## src/sv/ptt_pkg.sv

```systemverilog
// Package for the page table translator: widths, table depth, register indexes
// and the back end state type. Used by every module of the block.
package ptt_pkg;
   localparam int MaxEntries = 64;
   localparam int SlotW = $clog2(MaxEntries);
   localparam int CountW = $clog2(MaxEntries + 1);
   localparam int AddrW = 32;
   localparam int PhysW = 22;
   localparam int PsizeW = 16;
   localparam int CfgW = 16;
   localparam int QueueDepth = 2;

   localparam logic [1:0] REG_PAGE_SIZE = 2'd0;
   localparam logic [1:0] REG_FRAME_COUNT = 2'd1;
   localparam logic [1:0] REG_POLICY = 2'd2;

   typedef struct packed {
      logic [AddrW-1:0] page;
      logic [PsizeW-1:0] offset;
   } ptt_job_type;

   typedef enum logic [2:0] {
      ST_IDLE, ST_SEARCH, ST_MULT, ST_SHIFT, ST_DONE
   } ptt_state_type;
endpackage

```

## src/sv/ptt_front.sv

```systemverilog
// Front end: accepts address beats and splits them into page number and offset
// with a bit-serial restoring divider. Depends on ptt_pkg.
module ptt_front import ptt_pkg::*; (
   input  logic                clock,
   input  logic                reset,
   input  logic                req_valid,
   output logic                req_stall,
   input  logic [AddrW-1:0]    req_virtual_address,
   input  logic [PsizeW-1:0]   psize,
   output logic                job_valid,
   input  logic                job_stall,
   output ptt_job_type         job
);
   logic                busy_ff, busy_in;
   logic                done_ff, done_in;
   logic [5:0]          cnt_ff, cnt_in;
   logic [AddrW-1:0]    quo_ff, quo_in;
   logic [PsizeW:0]     rem_ff, rem_in;
   logic [PsizeW:0]     trial;
   logic [PsizeW:0]     shifted;

   assign req_stall = busy_ff | done_ff;
   assign job_valid = done_ff;
   assign job.page = quo_ff;
   assign job.offset = rem_ff[PsizeW-1:0];

   // One quotient bit per cycle: shift in the next dividend bit, try to subtract.
   always_comb begin
      busy_in = busy_ff;
      done_in = done_ff;
      cnt_in = cnt_ff;
      quo_in = quo_ff;
      rem_in = rem_ff;
      shifted = {rem_ff[PsizeW-1:0], quo_ff[AddrW-1]};
      trial = shifted - {1'b0, psize};
      if (!busy_ff && !done_ff && req_valid) begin
         busy_in = 1'b1;
         cnt_in = 6'd0;
         quo_in = req_virtual_address;
         rem_in = '0;
      end else if (busy_ff) begin
         if (!trial[PsizeW]) begin
            rem_in = trial;
            quo_in = {quo_ff[AddrW-2:0], 1'b1};
         end else begin
            rem_in = shifted;
            quo_in = {quo_ff[AddrW-2:0], 1'b0};
         end
         cnt_in = cnt_ff + 6'd1;
         if (cnt_ff == 6'(AddrW - 1)) begin
            busy_in = 1'b0;
            done_in = 1'b1;
         end
      end else if (done_ff && !job_stall) begin
         done_in = 1'b0;
      end
   end

   always_ff @(posedge clock) begin
      if (reset) begin
         busy_ff <= 1'b0;
         done_ff <= 1'b0;
      end else begin
         busy_ff <= busy_in;
         done_ff <= done_in;
      end
      cnt_ff <= cnt_in;
      quo_ff <= quo_in;
      rem_ff <= rem_in;
   end
endmodule

```

## src/sv/ptt_queue.sv

```systemverilog
// Short queue between front and back end. Depends on ptt_pkg.
module ptt_queue import ptt_pkg::*; (
   input  logic         clock,
   input  logic         reset,
   input  logic         in_valid,
   output logic         in_stall,
   input  ptt_job_type  in_job,
   output logic         out_valid,
   input  logic         out_stall,
   output ptt_job_type  out_job
);
   localparam int PtrW = $clog2(QueueDepth);
   ptt_job_type         mem_ff [QueueDepth];
   logic [PtrW-1:0]     wr_ff, wr_in, rd_ff, rd_in;
   logic [PtrW:0]       cnt_ff, cnt_in;
   logic                push, pop;

   assign in_stall = (cnt_ff == (PtrW+1)'(QueueDepth));
   assign out_valid = (cnt_ff != '0);
   assign out_job = mem_ff[rd_ff];
   assign push = in_valid & ~in_stall;
   assign pop = out_valid & ~out_stall;

   // Pointer and fill count update.
   always_comb begin
      wr_in = push ? PtrW'((wr_ff + 1'b1) % QueueDepth) : wr_ff;
      rd_in = pop ? PtrW'((rd_ff + 1'b1) % QueueDepth) : rd_ff;
      cnt_in = cnt_ff + (PtrW+1)'(push) - (PtrW+1)'(pop);
   end

   always_ff @(posedge clock) begin
      if (reset) begin
         wr_ff <= '0;
         rd_ff <= '0;
         cnt_ff <= '0;
      end else begin
         wr_ff <= wr_in;
         rd_ff <= rd_in;
         cnt_ff <= cnt_in;
      end
      if (push) mem_ff[wr_ff] <= in_job;
   end
endmodule

```

## src/sv/ptt_back.sv

```systemverilog
// Back end: searches the ordered table one slot a cycle, shifts entries one a cycle
// on an eviction or a hit under policy 0, and forms the physical address on a hit. Depends on ptt_pkg.
module ptt_back import ptt_pkg::*; (
   input  logic                clock,
   input  logic                reset,
   input  logic                job_valid,
   output logic                job_stall,
   input  ptt_job_type         job,
   input  logic [PsizeW-1:0]   psize,
   input  logic [CountW-1:0]   limit,
   input  logic                policy,
   input  logic                clear,
   output logic                rsp_valid,
   input  logic                rsp_stall,
   output logic                rsp_fault,
   output logic [PhysW-1:0]    rsp_physical_address
);
   ptt_state_type       state_ff, state_in;
   logic [AddrW-1:0]    page_mem [MaxEntries];
   logic [SlotW-1:0]    frame_mem [MaxEntries];
   logic [AddrW-1:0]    page_ff;
   logic [PsizeW-1:0]   off_ff;
   logic [CountW-1:0]   used_ff, used_in;
   logic [CountW-1:0]   eff;
   logic [CountW-1:0]   pos_ff, pos_in;
   logic [CountW-1:0]   last_ff, last_in;
   logic [SlotW-1:0]    frame_ff, frame_in;
   logic                hit_ff, hit_in;
   logic [AddrW-1:0]    rd_page_ff;
   logic [SlotW-1:0]    rd_frame_ff;
   logic [SlotW-1:0]    rd_idx;
   logic [PhysW-1:0]    prod_ff;
   logic                out_valid_ff, out_valid_in;
   logic                out_fault_ff;
   logic [PhysW-1:0]    out_addr_ff;
   logic                take, emit, match;
   logic                wr_en;
   logic [SlotW-1:0]    wr_idx;
   logic [AddrW-1:0]    wr_page;
   logic [SlotW-1:0]    wr_frame;
   logic [SlotW-1:0]    pos_idx;
   logic [SlotW-1:0]    next_idx;

   assign eff = (used_ff > limit) ? limit : used_ff;
   assign job_stall = (state_ff != ST_IDLE);
   assign take = job_valid & (state_ff == ST_IDLE);
   assign emit = (state_ff == ST_DONE) & (!out_valid_ff | !rsp_stall);
   assign rsp_valid = out_valid_ff;
   assign rsp_fault = out_fault_ff;
   assign rsp_physical_address = out_addr_ff;
   assign pos_idx = pos_ff[SlotW-1:0];
   assign next_idx = pos_idx + SlotW'(1);
   // The registered read data always holds the slot at pos_ff while searching.
   assign match = (pos_ff < eff) && (rd_page_ff == page_ff);

   // Next state.
   always_comb begin
      state_in = state_ff;
      case (state_ff)
         ST_IDLE: if (job_valid) state_in = ST_SEARCH;
         ST_SEARCH: begin
            if (pos_ff >= eff) state_in = (eff < limit) ? ST_DONE : ST_SHIFT;
            else if (match)
               state_in = policy ? ST_MULT : ST_SHIFT;
         end
         ST_SHIFT: if (pos_ff >= last_ff) state_in = hit_ff ? ST_MULT : ST_DONE;
         ST_MULT: state_in = ST_DONE;
         ST_DONE: if (emit) state_in = ST_IDLE;
         default: state_in = ST_IDLE;
      endcase
   end

   // Datapath control, read address and table write selection.
   always_comb begin
      used_in = used_ff;
      pos_in = pos_ff;
      last_in = last_ff;
      frame_in = frame_ff;
      hit_in = hit_ff;
      rd_idx = '0;
      wr_en = 1'b0;
      wr_idx = pos_idx;
      wr_page = page_ff;
      wr_frame = frame_ff;
      case (state_ff)
         ST_IDLE: begin
            pos_in = '0;
            hit_in = 1'b0;
         end
         ST_SEARCH: begin
            if (pos_ff >= eff) begin
               if (eff < limit) begin
                  // Miss with room: append into the first free slot.
                  wr_en = 1'b1;
                  wr_idx = eff[SlotW-1:0];
                  wr_frame = eff[SlotW-1:0];
                  used_in = eff + 1'b1;
               end else begin
                  // Miss on a full table: frame_ff already holds the oldest
                  // slot's frame; fetch slot one to start the shift down.
                  rd_idx = SlotW'(1);
                  pos_in = '0;
                  last_in = limit - 1'b1;
               end
            end else begin
               // Keep the oldest frame for an eviction, or the hit frame.
               if (pos_ff == '0 || match) frame_in = rd_frame_ff;
               rd_idx = next_idx;
               if (match) begin
                  hit_in = 1'b1;
                  last_in = eff - 1'b1;
               end else begin
                  pos_in = pos_ff + 1'b1;
               end
            end
         end
         ST_SHIFT: begin
            if (pos_ff >= last_ff) begin
               wr_en = 1'b1;
               wr_idx = last_ff[SlotW-1:0];
            end else begin
               // The read data holds the next younger slot; move it down.
               wr_en = 1'b1;
               wr_page = rd_page_ff;
               wr_frame = rd_frame_ff;
               pos_in = pos_ff + 1'b1;
               rd_idx = pos_idx + SlotW'(2);
            end
         end
         default: ;
      endcase
      if (clear) used_in = '0;
   end

   // Result register.
   always_comb begin
      out_valid_in = out_valid_ff;
      if (rsp_valid && !rsp_stall) out_valid_in = 1'b0;
      if (emit) out_valid_in = 1'b1;
   end

   always_ff @(posedge clock) begin
      if (reset) begin
         state_ff <= ST_IDLE;
         used_ff <= '0;
         out_valid_ff <= 1'b0;
      end else begin
         state_ff <= state_in;
         used_ff <= used_in;
         out_valid_ff <= out_valid_in;
      end
      pos_ff <= pos_in;
      last_ff <= last_in;
      frame_ff <= frame_in;
      hit_ff <= hit_in;
      if (take) begin
         page_ff <= job.page;
         off_ff <= job.offset;
      end
      if (state_ff == ST_MULT)
         prod_ff <= ({{(PhysW-SlotW){1'b0}}, frame_ff} * {{(PhysW-PsizeW){1'b0}}, psize})
                    + {{(PhysW-PsizeW){1'b0}}, off_ff};
      if (emit) begin
         out_fault_ff <= !hit_ff;
         out_addr_ff <= hit_ff ? prod_ff : '0;
      end
   end

   // Table storage with one registered read and one write a cycle.
   always_ff @(posedge clock) begin
      rd_page_ff <= page_mem[rd_idx];
      rd_frame_ff <= frame_mem[rd_idx];
      if (wr_en) begin
         page_mem[wr_idx] <= wr_page;
         frame_mem[wr_idx] <= wr_frame;
      end
   end
endmodule

```

## src/sv/page_table_translate_lru_fifo_top.sv

```systemverilog
// Top level of the page table translator: registers, front end divider,
// queue and table back end. Depends on ptt_pkg, ptt_front, ptt_queue, ptt_back.
//
//   channel   ports                          direction
//   request   req_valid/req_stall/req_*      in, one virtual address per beat
//   response  rsp_valid/rsp_stall/rsp_*      out, fault and physical address
//   csr       csr_write/csr_index/csr_data   in, register writes
//
// The front end has a one-bit-per-cycle divider and takes no new beat until its last job is queued.
// The back end searches one slot a cycle and shifts one slot a cycle, and takes
// no new item until its result is registered; the two ends overlap.
// Reset is synchronous; it empties the table and loads default registers.
// A stall on the response side holds the back end; the queue keeps the front busy.
module page_table_translate_lru_fifo_top import ptt_pkg::*; (
   input  logic                clock,
   input  logic                reset,
   input  logic                req_valid,
   output logic                req_stall,
   input  logic [AddrW-1:0]    req_virtual_address,
   output logic                rsp_valid,
   input  logic                rsp_stall,
   output logic                rsp_fault,
   output logic [PhysW-1:0]    rsp_physical_address,
   input  logic                csr_write,
   input  logic [1:0]          csr_index,
   input  logic [CfgW-1:0]     csr_data
);
   logic [PsizeW-1:0]   psize_ff;
   logic [6:0]          fcount_ff;
   logic                policy_ff;
   logic [PsizeW-1:0]   psize;
   logic [CountW-1:0]   limit;
   logic                clear;
   logic                f_valid, f_stall, b_valid, b_stall;
   ptt_job_type         f_job, b_job;

   // Effective page size and table size.
   assign psize = (psize_ff == '0) ? PsizeW'(1) : psize_ff;
   assign limit = (fcount_ff == '0) ? CountW'(1) :
                  (fcount_ff > 7'(MaxEntries)) ? CountW'(MaxEntries) : CountW'(fcount_ff);
   assign clear = csr_write && (csr_index == REG_PAGE_SIZE ||
                  csr_index == REG_FRAME_COUNT || csr_index == REG_POLICY);

   always_ff @(posedge clock) begin
      if (reset) begin
         psize_ff <= PsizeW'(1);
         fcount_ff <= 7'd16;
         policy_ff <= 1'b0;
      end else if (csr_write) begin
         case (csr_index)
            REG_PAGE_SIZE: psize_ff <= csr_data;
            REG_FRAME_COUNT: fcount_ff <= csr_data[6:0];
            REG_POLICY: policy_ff <= csr_data[0];
            default: ;
         endcase
      end
   end

   ptt_front u_front (
      .clock, .reset, .req_valid, .req_stall, .req_virtual_address,
      .psize, .job_valid(f_valid), .job_stall(f_stall), .job(f_job)
   );

   ptt_queue u_queue (
      .clock, .reset, .in_valid(f_valid), .in_stall(f_stall), .in_job(f_job),
      .out_valid(b_valid), .out_stall(b_stall), .out_job(b_job)
   );

   ptt_back u_back (
      .clock, .reset, .job_valid(b_valid), .job_stall(b_stall), .job(b_job),
      .psize, .limit, .policy(policy_ff), .clear,
      .rsp_valid, .rsp_stall, .rsp_fault, .rsp_physical_address
   );
endmodule
```

## config.mk

```make
export PLATFORM = sky130hd
export DESIGN_NAME = page_table_translate_lru_fifo_top
export DESIGN_NICKNAME = d
export VERILOG_FILES = /design/src/sv/ptt_pkg.sv /design/src/sv/ptt_front.sv /design/src/sv/ptt_queue.sv /design/src/sv/ptt_back.sv /design/src/sv/page_table_translate_lru_fifo_top.sv
export SDC_FILE = /design/constraint.sdc
export NUM_CORES = 2
export LEC_CHECK = 0
export BUFFER_PORTS_ARGS = -buffer_cell sky130_fd_sc_hd__buf_2
export CAP_MARGIN = 15
export CORE_ASPECT_RATIO = 2
export CORE_UTILIZATION = 23
export DETAILED_ROUTE_END_ITERATION = 16
export PLACE_DENSITY = 0.33
export SLEW_MARGIN = 20
export SYNTH_ARGS = -nofsm -noshare
export SYNTH_HDL_FRONTEND = slang
export SYNTH_HIERARCHICAL = 1
export SYNTH_SLANG_ARGS = --single-unit
export TNS_END_PERCENT = 1
```

## constraint.sdc

```tcl
create_clock -name clock -period 13.8 [get_ports clock]
set_input_delay 2.76 -clock clock [delete_from_list [all_inputs] [get_ports clock]]
set_output_delay 2.76 -clock clock [all_outputs]
set_load 0.05 [all_outputs]
```

==> flow_summary.toml <==
[outcome]
status = "completed"

[synth]
synth_top_area_frac = 0.707
seq_area_frac_synth = 0.724
synth.cell_area_mm2 = 0.114
syn_area_per_cell_um2 = 14.0
post-synth-top-area-cell = "edfxtp_1"
synthesis.nets = 8330
synth_top_family_by_area = "simple AND/OR/NAND/NOR gates"
multiplexer_area_fraction_after_synthesis = 0.0502
syn-instance-count = 8113
synth_cell_type_count = 99
yosys_most_used_dff = "edfxtp_1"
netlist_top_cells_area = "edfxtp_1 71%, nand2_1 5.7%, mux2i_1 3.7%, a21oi_1 1.9%, nand3_1 1.9%"
synth-adder-area-share = 0.0225
yosysWarnings = 6
synth-compound-area-share = 0.0656
post_synth_xor_area_fraction = 0.00647
synth.ff_latch_count = 2776
synth_edf_count = 2674
proportion_of_synthesized_flip_flops_having_asynchronous_set_or_reset = 0
synthSimpleGateAreaFrac = 0.107

[global_routing]
antenna_found_initial = 19
first_global_vias = 72100
global_route.usage.total = 0.179
gr-total-overflow = 0
grt_pass1_wl_um = 620000
grt_start_max_net_pins = 129

[timing]
timing.final.max_slew_violations = 0
tightest_slew_ns = 1.19
tns_ns = 0
report.final.setup_viol = 0
worst_slew_margin_relative_to_its_limit = 0.201
fin_skew_ns = 0.0534
final_period_minus_worst_setup_slack_ns = 8.97
timing.fmax_mhz = 112
final.period_utilization = 0.650
finalHoldViolCount = 0
rsz0062_at_grt = "false"

[detailed_routing]
drt_pre_antenna_iters = 6
route.final.wire_length_um = 456000
avgViaCountPerCell = 4.67
vias = 69500
drtIter0Drc = 5214
final_antenna_net_count = 0
remaining_drc_errors = 0
route.detailed.wl_per_inst_um = 30.6

[die]
fp-row-count = 364
die_height_um = 996
top_level_i_o_count = 80
core_region_area_mm2 = 0.491
fp.dieArea_mm2 = 0.497
die_w_um = 499
floorplan.initialDensity = 0.231

[min_path]
hold-path-cell-count = 0
worst_hold_startpoint = "u_front/quo_ff[23]"
holdPathEnd = "u_queue/mem_ff[1][39]"
hold_removal_path_class = "reg -> reg"

[critical_path]
worst_stage_delay_on_the_critical_path_ns = 0.96
critPathLaunchType = "register"
r2r_slack_ns = 4.83
cp_data_arrival_time_ns = 9.51
path_cells = "nor2b_1 -> inv_1 -> ha_1 -> a211oi_1 -> o21ai_0 -> o21ai_1 -> mux2i_1 -> inv_1 -> ha_1 -> nand4_1 -> a311oi_1 -> o21ai_1 -> nand4_1 -> nor2_1 -> a221oi_1 -> nand3_1 -> nor2_4 -> buf_4"
critical_path_class = "reg -> reg"
worst_r2r_startpoint = "fcount_ff[6]"
cp-end-kind = "register"
worstPathRequired_ns = 14.35
ff2ff_path_depth = 18
critical_path.reg2reg.endpoint = "u_back/page_mem[2][7]"
crit_fanout = 21
crit_path_top_delay_cell = "nor2_4"

[placed_design]
globalplace.congestion = 0.826
hpwl_detailed_um = 280000
portBuffers = 79

[clock_network]
cts_tree = "yes"
cts-root-to-sink-buffers = 4
cts_repair_resize_count = 0
post-cts-setup-buffer-count = 0
cts_root_buffer = "clkbuf_16"
tritoncts.num_buffers = 272
htreeDepth = 5
clock_insertion_delay_worst_skew_ns = 0.92
clkSlewWorstSetupHoldPaths_ns = 0.07
cts.hold.buffers_added = 0
cts.sink_count = 2776

[final_layout]
fin_nets = 8465
flow.area_growth_from_synthesis_pct = 15.7
drive_gt1_frac = 0.120

[power_and_ir_drop]
cellPowerDensity_mw_per_mm2 = 183
overall_power_after_layout_w = 0.0240
ir_drop_v = 0.000105
p_leak_nw = 45.4

[run]
cap_viol_max_count = 0
[power by group]
group | switching, W | leakage, nW | total, W | internal [W]
clock | 0.00345 | 4.23 | 0.00759 | 0.00414
combinational | 0.00420 | 16.2 | 0.00567 | 0.00147
sequential | 0.000400 | 25.0 | 0.0108 | 0.0104
total | 0.00805 | 45.4 | 0.0240 | 0.0160
[state kept, by name, summed over array words and instances (netlist names), 3 cells and up, named ones only]
register,cells
u_back/page_mem,2048
u_front/quo_ff,32
u_back/prod_ff,22
u_back/rd_page_ff,32
u_back/rsp_physical_address,22
u_back/off_ff,16
fcount_ff,7
u_front/rem_ff,16
u_back/state_ff,3
psize_ff,16
u_front/cnt_ff,6
u_back/used_ff,7
u_back/last_ff,7
u_back/rd_frame_ff,6
u_back/frame_mem,384
u_back/page_ff,32
u_back/pos_ff,7
u_back/frame_ff,6
u_queue/mem_ff,96
[synth_stat cells (18+ instances only)]
| cell type | count |
|---|---|
| nor4_1 | 100 |
| inv_1 | 145 |
| a221oi_1 | 33 |
| nand3_1 | 434 |
| dfxtp_1 | 102 |
| fa_1 | 71 |
| ha_1 | 91 |
| mux2_2 | 129 |
| o211ai_1 | 18 |
| clkbuf_1 | 165 |
| o221ai_1 | 49 |
| mux2i_1 | 425 |
| a21oi_1 | 436 |
| edfxtp_1 | 2674 |
| nand2_1 | 1712 |
| xnor2_1 | 31 |
| a311oi_1 | 29 |
| a211oi_1 | 62 |
| nor3_1 | 42 |
| and2_1 | 95 |
| o22ai_1 | 147 |
| nand4_1 | 29 |
| a31oi_1 | 80 |
| xor2_1 | 53 |
| and3_1 | 84 |
| o21ai_0 | 81 |
| buf_1 | 56 |
| buf_4 | 19 |
| or4_1 | 27 |
| buf_2 | 222 |
| nor2_1 | 186 |
[cells in the final DEF, fill, tap and decap left out, drive strengths merged, types with 96 or more instances in the layout]
cell	Yosys	layout
edfxtp	2674	2674
mux2i	425	425
nand2	1715	1715
and2	96	96
dfxtp	102	102
a21oi	437	437
nand3	434	434
mux2	129	129
buf	307	334
clkbuf	166	365
inv	146	158
nor2	186	186
o22ai	147	147
nor4	100	100
[critical path: cells and delay by family (launching register included)]
family	cells	cell delay, ns
and+or+nand+nor	6	3.30
AOI/OAI and AO/OA	6	2.54
buffers and inverters	3	0.86
adders and majority gates	2	0.70
muxes	1	0.66
DFF	1	0.42
[layer usage]
metal	routed length [um]	GRT usage	share of wire
met1	164000	0.189	0.36
met2	260000	0.360	0.57
met3	14000	0.0149	0.031
met4	18500	0.0671	0.041
met5	11	0	0.000024
[cell families after synthesis]
logic type                 after synthesis
buffers and inverters                  620
xor gates and xnor gates                84
muxes                                  554
adders and majority gates              162
and+or+nand+nor                       2776
AOI/OAI and AO/OA                     1141
DFF                                   2776
[area by class of cell]
class	instances	area [um^2]
fill	50100	360000
multi-input combinational	4717	29500
timing repair buffer	334	2520
clock inverter	125	1060
clock buffer	365	7570
inverter	147	553
sequential	2776	82300
tap	6405	8010
antenna	8	20.0
[metrics by stage]
stage / cell area (um^2) / utilization / setup slack (ns) / hold slack, ns / cells
finish: 132000 / 0.268 / 4.83 / 0.484 / 14900
global route: 132000 / 0.268 / 4.56 / 0.503 / 14900
CTS: 132000 / 0.268 / 5.03 / 0.482 / 14900
detailed placement: 123000 / 0.250 / 5.09 / 0.465 / 14400
global placement: 123000 / 0.250 / 4.18 / 0.454 / 14400
floorplan: 114000 / - / 7.14 / 0.410 / 8113
[how the worst max path moves through the flow]
stage                       from  slack, ns                      end
CTS                 fcount_ff[6]       5.03   u_back/page_mem[5][23]
detailed placement  fcount_ff[6]       5.09     u_back/rd_page_ff[0]
global placement    fcount_ff[6]       4.18     u_back/rd_page_ff[4]
global route        fcount_ff[6]       4.56    u_back/page_mem[5][0]
finish              fcount_ff[6]       4.83    u_back/page_mem[2][7]
floorplan           fcount_ff[6]       7.14  u_back/frame_mem[16][0]
No activity file was read; power rests on OpenSTA's default activity.
